File: src/design/pms_pkg.sv
// Shared types and constants for the PWM melody sequencer.
// Used by every module of the block except pms_ram; depends on nothing.
`default_nettype none

package pms_pkg;

	// Note table
	localparam int TABLE_DEPTH = 256;
	localparam int TBL_AW = (TABLE_DEPTH > 1) ? $clog2(TABLE_DEPTH) : 1;
	localparam int ENTRY_W = 32;
	localparam int MAX_LEN = (TABLE_DEPTH < 256) ? TABLE_DEPTH : 256;

	// Timing
	localparam int GAP_MS = 10;

	// Field widths
	localparam int OP_W = 2;
	localparam int IDX_W = 8;
	localparam int FREQ_W = 16;
	localparam int DUR_W = 16;
	localparam int LEN_W = 9;
	localparam int VAL_W = 16;
	localparam int CLK_W = 28;
	localparam int DUTY_W = 7;

	// Tone arithmetic
	localparam int DIV_W = CLK_W;
	localparam int DIV_CW = $clog2(DIV_W + 1);
	localparam int PERIOD_W = VAL_W + 1;
	localparam int PROD_W = PERIOD_W + DUTY_W;
	localparam int RELOAD_MAX = 16'hFFFF;
	localparam int PERIOD_MIN = 2;
	localparam int DUTY_MAX = 100;
	localparam int DUTY_FALLBACK = 50;
	localparam int PCT_DIV = 100;
	// Divide by 100 as multiply by ceil(2^30/100) and shift right by 30; exact for every
	// period times duty product (at most 65536 * 100)
	localparam int PCT_SHIFT = 30;
	localparam int PCT_RECIP = 10737419;
	localparam int RECIP_W = 24;
	localparam int SCALE_W = PROD_W + RECIP_W;

	// Configuration port
	localparam int APB_AW = 3;
	localparam int APB_DW = 32;
	localparam int CLK_HZ_RESET = 1000000;
	localparam int DUTY_RESET = 50;
	localparam logic REG_CLK_HZ = 1'b0;
	localparam logic REG_DUTY = 1'b1;

	typedef enum logic [OP_W-1:0] {
		OP_WRITE = 2'd0,
		OP_START = 2'd1,
		OP_TICK  = 2'd2,
		OP_STOP  = 2'd3
	} op_t;

	typedef enum logic [3:0] {
		ST_IDLE,
		ST_DECODE,
		ST_READ,
		ST_TONE,
		ST_DIV_PER,
		ST_MUL,
		ST_SCALE,
		ST_APPLY,
		ST_DONE
	} state_t;

	typedef struct packed {
		logic [OP_W-1:0]   op;
		logic [IDX_W-1:0]  note_index;
		logic [FREQ_W-1:0] note_freq_hz;
		logic [DUR_W-1:0]  note_duration_ms;
		logic [LEN_W-1:0]  melody_length;
	} item_t;

	typedef struct packed {
		logic [VAL_W-1:0] reload_value;
		logic [VAL_W-1:0] compare_value;
		logic             busy_res;
		logic             error;
		logic [IDX_W-1:0] note_position;
		logic             in_gap;
	} result_t;

	// Controller to datapath
	typedef struct packed {
		logic load_item;
		logic ram_we;
		logic ram_re;
		logic do_start;
		logic do_tick;
		logic do_halt;
		logic set_err;
		logic latch_entry;
		logic rest_apply;
		logic div_start;
		logic latch_period;
		logic latch_prod;
		logic latch_cmp;
		logic tone_apply;
		logic load_out;
	} dp_cmd_t;

	// Datapath to controller
	typedef struct packed {
		op_t  op;
		logic len_zero;
		logic tick_advance;
		logic is_rest;
		logic div_done;
		logic period_bad;
		logic out_free;
	} dp_sts_t;

endpackage

`default_nettype wire

File: src/design/pms_ctrl.sv
// Controller state machine: sequences decode, table read, tone math and result hand-off.
// Uses state_t, op_t and the command/status structs of pms_pkg.
`default_nettype none

module pms_ctrl (
	input  wire logic             clk,
	input  wire logic             arst_n,
	input  wire logic             in_valid,
	output logic                  in_ready,
	input  wire pms_pkg::dp_sts_t sts,
	output pms_pkg::dp_cmd_t      cmd
);

	pms_pkg::state_t state_q, state_d;

	always_ff @(posedge clk or negedge arst_n) begin
		if (!arst_n) begin
			state_q <= pms_pkg::ST_IDLE;
		end else begin
			state_q <= state_d;
		end
	end

	always_comb begin
		state_d = state_q;
		unique case (state_q)
			pms_pkg::ST_IDLE: begin
				if (in_valid) state_d = pms_pkg::ST_DECODE;
			end
			pms_pkg::ST_DECODE: begin
				unique case (sts.op)
					pms_pkg::OP_WRITE: state_d = pms_pkg::ST_DONE;
					pms_pkg::OP_START:
						state_d = sts.len_zero ? pms_pkg::ST_DONE : pms_pkg::ST_READ;
					pms_pkg::OP_TICK:
						state_d = sts.tick_advance ? pms_pkg::ST_READ : pms_pkg::ST_DONE;
					pms_pkg::OP_STOP: state_d = pms_pkg::ST_DONE;
					default: state_d = pms_pkg::ST_DONE;
				endcase
			end
			pms_pkg::ST_READ: state_d = pms_pkg::ST_TONE;
			pms_pkg::ST_TONE: begin
				state_d = sts.is_rest ? pms_pkg::ST_DONE : pms_pkg::ST_DIV_PER;
			end
			pms_pkg::ST_DIV_PER: begin
				if (sts.div_done) begin
					state_d = sts.period_bad ? pms_pkg::ST_DONE : pms_pkg::ST_MUL;
				end
			end
			pms_pkg::ST_MUL: state_d = pms_pkg::ST_SCALE;
			pms_pkg::ST_SCALE: state_d = pms_pkg::ST_APPLY;
			pms_pkg::ST_APPLY: state_d = pms_pkg::ST_DONE;
			pms_pkg::ST_DONE: begin
				if (sts.out_free) state_d = pms_pkg::ST_IDLE;
			end
			default: state_d = pms_pkg::ST_IDLE;
		endcase
	end

	always_comb begin
		cmd = '0;
		in_ready = 1'b0;
		unique case (state_q)
			pms_pkg::ST_IDLE: begin
				in_ready = 1'b1;
				cmd.load_item = in_valid;
			end
			pms_pkg::ST_DECODE: begin
				unique case (sts.op)
					pms_pkg::OP_WRITE: cmd.ram_we = 1'b1;
					pms_pkg::OP_START: begin
						cmd.set_err = sts.len_zero;
						cmd.do_start = !sts.len_zero;
					end
					pms_pkg::OP_TICK: cmd.do_tick = 1'b1;
					pms_pkg::OP_STOP: cmd.do_halt = 1'b1;
					default: cmd.do_halt = 1'b1;
				endcase
			end
			pms_pkg::ST_READ: cmd.ram_re = 1'b1;
			pms_pkg::ST_TONE: begin
				cmd.latch_entry = 1'b1;
				cmd.rest_apply = sts.is_rest;
				cmd.div_start = !sts.is_rest;
			end
			pms_pkg::ST_DIV_PER: begin
				if (sts.div_done) begin
					cmd.set_err = sts.period_bad;
					cmd.do_halt = sts.period_bad;
					cmd.latch_period = !sts.period_bad;
				end
			end
			pms_pkg::ST_MUL: cmd.latch_prod = 1'b1;
			pms_pkg::ST_SCALE: cmd.latch_cmp = 1'b1;
			pms_pkg::ST_APPLY: cmd.tone_apply = 1'b1;
			pms_pkg::ST_DONE: cmd.load_out = sts.out_free;
			default: cmd = '0;
		endcase
	end

endmodule

`default_nettype wire

File: config.mk
export PLATFORM = sky130hd
export DESIGN_NAME = pms_ctrl
export DESIGN_NICKNAME = d
export VERILOG_FILES = /design/src/design/pms_pkg.sv /design/src/design/pms_ctrl.sv
export SDC_FILE = /design/constraint.sdc
export NUM_CORES = 1
export LEC_CHECK = 0
export ABC_AREA = 1
export BUFFER_PORTS_ARGS = -buffer_cell sky130_fd_sc_hd__buf_2
export CORE_MARGIN = 2
export CORE_UTILIZATION = 30
export CTS_CLUSTER_DIAMETER = 80
export DETAILED_ROUTE_END_ITERATION = 6
export PLACE_DENSITY = 0.64
export SLEW_MARGIN = 20
export SYNTH_ARGS = -nofsm -noshare
export SYNTH_HDL_FRONTEND = slang
export SYNTH_SLANG_ARGS = --single-unit
export TNS_END_PERCENT = 50
File: constraint.sdc
create_clock -name clk -period 2 [get_ports clk]
set_clock_uncertainty 0.05 [all_clocks]
set_input_delay 0.2 -clock clk [delete_from_list [all_inputs] [get_ports clk]]
set_output_delay 0.2 -clock clk [all_outputs]
set_load 0.02 [all_outputs]
## Yosys cells after proc, flatten, opt, wreduce, memory -nomap -nowiden

Cells that the tools add are included.

- Register bits: 4
- Bits in latches: 0
- Bits in writable memories: 0
- ROM bits: 0
- Input bits: 11
- Logic and storage cells: 50
- Memories kept: 0

- $add $sub $neg: 0
- $mul: 0
- Div/mod/pow operators: 0
- $lt $le $gt $ge: 0
- Equal/unequal tests: 14
- Shift-type cells: 0
- Mux-type cells: 28
- Bitwise operators: 0
- Reductions and logical operators: 7

Operators with widths:

| operator | number |
|---|---|
| $pmux W4 S9 | 1 |
| $mux W4 | 7 |
| $eq A4 B3 Y1 const B | 4 |
| $mux W1 | 15 |
| $pmux W4 S3 | 1 |
| $eq A4 B2 Y1 const B | 2 |
| $ne A2 B2 Y1 const B | 3 |
| $eq A2 B2 Y1 const B | 2 |
| $eq A4 B1 Y1 const B | 1 |
| $eq A4 B4 Y1 const B | 1 |
| $logic_not A4 Y1 | 1 |
| $mux W2 | 2 |
| $pmux W2 S2 | 1 |
| $logic_not A1 Y1 | 3 |
| $mux W3 | 1 |
| $reduce_and A3 Y1 | 1 |
| $eq A2 B1 Y1 const B | 1 |
| $logic_not A2 Y1 | 1 |
| $reduce_or A2 Y1 | 1 |

## Logic depth before layout (Yosys ltp)

- Word-level depth: 4
- Gate-level depth with buffers: 8
- Depth with buffers taken out: 8

## Worst setup path after synthesis

Ideal clock, no wire load.

- Kind: register to output
- From: register state_q[3]
- To: output port cmd[11] (netlist bit)
- Arrival time: 1.286 ns
- Setup slack: 0.464 ns
- Stages on the path, launching flop included: 6
- Cell sequence: dfrtp_1 nor2_2 inv_2 nor2_4 inv_2 nor3_1

RTL lines:

| what | RTL line | RTL |
|---|---|---|
| from (decl) | pms_ctrl.sv:14 | `pms_pkg::state_t state_q, state_d;` |
| from (signal assigned) | pms_ctrl.sv:18 | `state_q <= pms_pkg::ST_IDLE;` |
| from (signal assigned) | pms_ctrl.sv:20 | `state_q <= state_d;` |
| to (decl) | pms_ctrl.sv:11 | `output pms_pkg::dp_cmd_t cmd` |

==> metrics.md <==
| Metric | Value |
|---|---|
| Die height | `46.30 um` |
| I/O Pins | `27` |
| CP delay by family, top | `flip-flops` |
| Most prevalent standard cell on the critical path | `inv_2` |
| Post-synth cell types | `17` |
| Flops & latches, synth | `4` |
| Time the final worst path needs with I/O delays and setup | `1732 ps` |
| Library cell contributing the largest single delay on the critical path | `dfrtp_1` |
| Top cells by area in the synthesized netlist | `dfrtp_1, inv_1, nand2_1, ha_1, nor2_4` |
| Worst Path Buf+Inv | `3` |
| Clock share of power | `13.6%` |
| Peak fanout along the critical path | `5` |
| Portion of the clock cycle consumed by the worst path in the final layout | `86.58%` |
| Cell chain of the critical path | `nor2_2 > inv_2 > nor2_4 > inv_2 > o31ai_2 > buf_2` |
| Net Switching | `395.0 uW` |
| Detailed-route vias per instance | `4.222` |
| Ant diodes | `0` |
| Number of antenna violations at the first check in global routing | `0` |
| Switching fraction of total power | `54.65%` |
| Startpoint of the most critical hold path | `sts[2]` |
| Post-detailed-route wirelength per cell | `8.583 um` |
| All-layer global routing usage | `12.92%` |
| Register bank with the most flops | `state_q` |
| Unrepaired setup endpoints after global routing | `false` |
| Most frequent cells after synthesis | `inv_1, nand2_1, nor2_1` |
| Total number of vias | `608` |
| Max capacitance violation total | `0` |
| Reg2Reg Capture Point | `state_q[3]` |
| Leak | `0.0004793 uW` |
| Clk sinks | `4` |
| Outcome | `finished clean` |
| HPWL after detailed placement | `1.092 mm` |
| Die boundary width | `46.30 um` |
| Routed WL | `1.236 mm` |
| Port Buffers | `26` |
| Share of flip-flops with an asynchronous set or reset | `100.0%` |
| Area added between synthesis and finish | `36.13%` |
| Number of cells on the worst reg-to-reg path | `8` |
| Synth Instances | `89` |
| Count of pins over their slew limit | `0` |
| Net count of the finished layout | `137` |
| Combinational share of power | `66.1%` |
| Number of design-rule violations left by the first detailed-router iteration | `4` |
| Worst min-delay path class | `in2reg` |
| Slowest Stage Delay on Critical Path | `420 ps` |
| Count of unresolved DRC violations after routing | `0` |
| Hold Path Stages | `4` |
| CP Capture Type | `primary output` |
| Register share of total power | `20.4%` |
| Total Power | `722.9 uW` |
| Area share of the largest cell type after synthesis | `18.65%` |
| Detailed Routing Iterations Pass 1 | `4` |
| Minimum hold slack | `203.8 ps` |
| Prevailing post-synth register cell | `dfrtp_1` |
| Floorplan Core Area | `0.001708 mm^2` |
| Synthesized area per cell | `6.031 um^2` |
| Via count of the first global-routing pass | `529` |
| Placed inst area | `698.2 um^2` |
| Critical setup path kind | `reg2out` |
| Sum of negative setup slack | `0 ps` |
| Registers with the most flip-flops | `state_q: 4 flops` |
| CTS Buffer Depth | `2` |
| Final Hold Violating Endpoints | `0` |
| Fill cells | `195` |
| Routability cong. | `0.8462` |
| Synthesis warning total | `0` |
| Congestion Overflow GR | `0` |
| Count of H-tree levels built during CTS | `1` |
| Maximum resistive drop on vdd | `583.6 uV` |
| Initial core utilization | `31.43%` |
| Setup slack after layout | `268.4 ps` |
| Remaining number of nets flagged by the antenna check after routing | `0` |
| Leading cell type by number of instances after synthesis | `inv_1` |
| Synthesized netlist net count | `105` |
| CP Data Required Time | `1750 ps` |
| CTS root buffer | `clkbuf_4` |
| Number of clock buffers inserted by TritonCTS | `3` |
| Wire length of the first global-routing pass | `2.035 mm` |
| Number of flip-flops in the largest register | `4` |
| Fraction of the yosys area taken by sequential cells | `18.65%` |
| Post-Place Setup Slack | `501.5 ps` |
| Max_slew headroom | `85.31%` |
| TritonCTS clock tree | `done` |
| Slack of the worst reg-to-reg path | `800 ps` |
| WHS Endpoint | `state_q[2]` |
| Slew @ Worst Pin | `218.4 ps` |
| Cell Area, Synth | `536.8 um^2` |
| Clock edge transition at the registers on the reported setup and hold paths | `40 ps` |
| Clock latency reported for the late side of the worst-skew pair | `230 ps` |
| Share of final-layout standard cells stronger than drive strength 1 | `34.45%` |
| Post-route design area | `730.7 um^2` |
| Arrival @ worst endpoint | `1480 ps` |
| Internal power | `327.9 uW` |
| Post-synth top area cell | `dfrtp_1` |
| Total number of placement rows | `15` |
| Power density over cell area | `989.3 mW/mm^2` |
| Finish-stage setup viols | `0` |
| Timing-limited maximum frequency | `0.5775 GHz` |
| Pin count of the biggest net entering global routing | `6` |
| Reg2reg start | `state_q[0]` |
| Total of cells resized after clock tree synthesis | `0` |
| Count of flip-flops with a built-in enable after synthesis | `0` |
| Critical Path Source Type | `flip-flop` |
| Die Outline Area | `0.002144 mm^2` |
[stage by stage]
step                      util [%]  cells
final                        42.78    144
after global routing         42.78    144
after detailed placement     40.88    140
after floorplan                  -     89
after global placement       40.88    140
after CTS                    42.78    144
[power groups by stage]
stage | Clock [uW] | Sequential [uW] | Combinational (uW)
finish | 98.2 | 147 | 478
global route | 106 | 152 | 537
CTS | 103 | 147 | 484
detailed placement | 0 | 148 | 480
global placement | 0 | 146 | 473
floorplan | 0 | 143 | 354
[logic make-up (layout without fill, tap and decap cells)]
logic type / count (synthesis) / count (layout) / share of synthesized area, %
simple gates: 50 / 50 / 46.16
compound gates: 5 / 5 / 6.059
buf+inv: 25 / 55 / 17.48
fa+ha+maj: 5 / 5 / 11.66
flops: 4 / 4 / 18.65
[timing repair]
action                    in CTS  in global routing
hold endpoints to repair       4                  0
hold buffers                   1                  0
buffers inserted               0                  0
[worst min-delay path, delay by kind of cell]
| family | cells | cell delay, ps |
|---|---|---|
| buf+inv | 2 | 140 |
| simple gates | 2 | 100 |
[routing by layer]
layer  wire length (um)  vias to the layer above  global-route usage (%)  share of wire (%)
met5                  0                        -                       0                  0
met4                  0                        0                   3.429                  0
met3                 66                        0                   3.529                5.3
met2                646                       21                   22.50                 52
met1                523                      262                   15.38                 42
li1                   -                      325                       -                  -
[area by class of cell]
class                      count  area (um^2)  share of cell area (%)
sequential                     4        100.1                   13.70
timing repair buffer          27        140.1                   19.18
tap                           25        31.28                   4.281
inverter                      25        93.84                   12.84
multi-input combinational     60        342.8                   46.92
clock buffer                   3        22.52                   3.082
[layout by cell type, fill, tap and decap left out, drive strengths merged, types with 3 or more instances in the layout]
master and count:
buf 26, inv 25, nand2 20, nor2 18, nand3 6, ha 5
dfrtp 4, o21ai 4, nor3 3, clkbuf 3
[how the worst max path moves through the flow]
| stage | slack [ps] | depth (start not counted) | end | start |
|---|---|---|---|---|
| 4_1_cts | 250 | 6 | cmd[8] | state_q[3] |
| 2_1_floorplan | 460 | 5 | cmd[11] | state_q[3] |
| 3_5_place_dp | 500 | 6 | cmd[8] | state_q[3] |
| 5_1_grt | 170 | 6 | cmd[8] | state_q[3] |
| 3_3_place_gp | 550 | 6 | cmd[8] | state_q[3] |
| 6_report | 270 | 6 | cmd[8] | state_q[3] |
No activity file was read; power rests on OpenSTA's default activity.
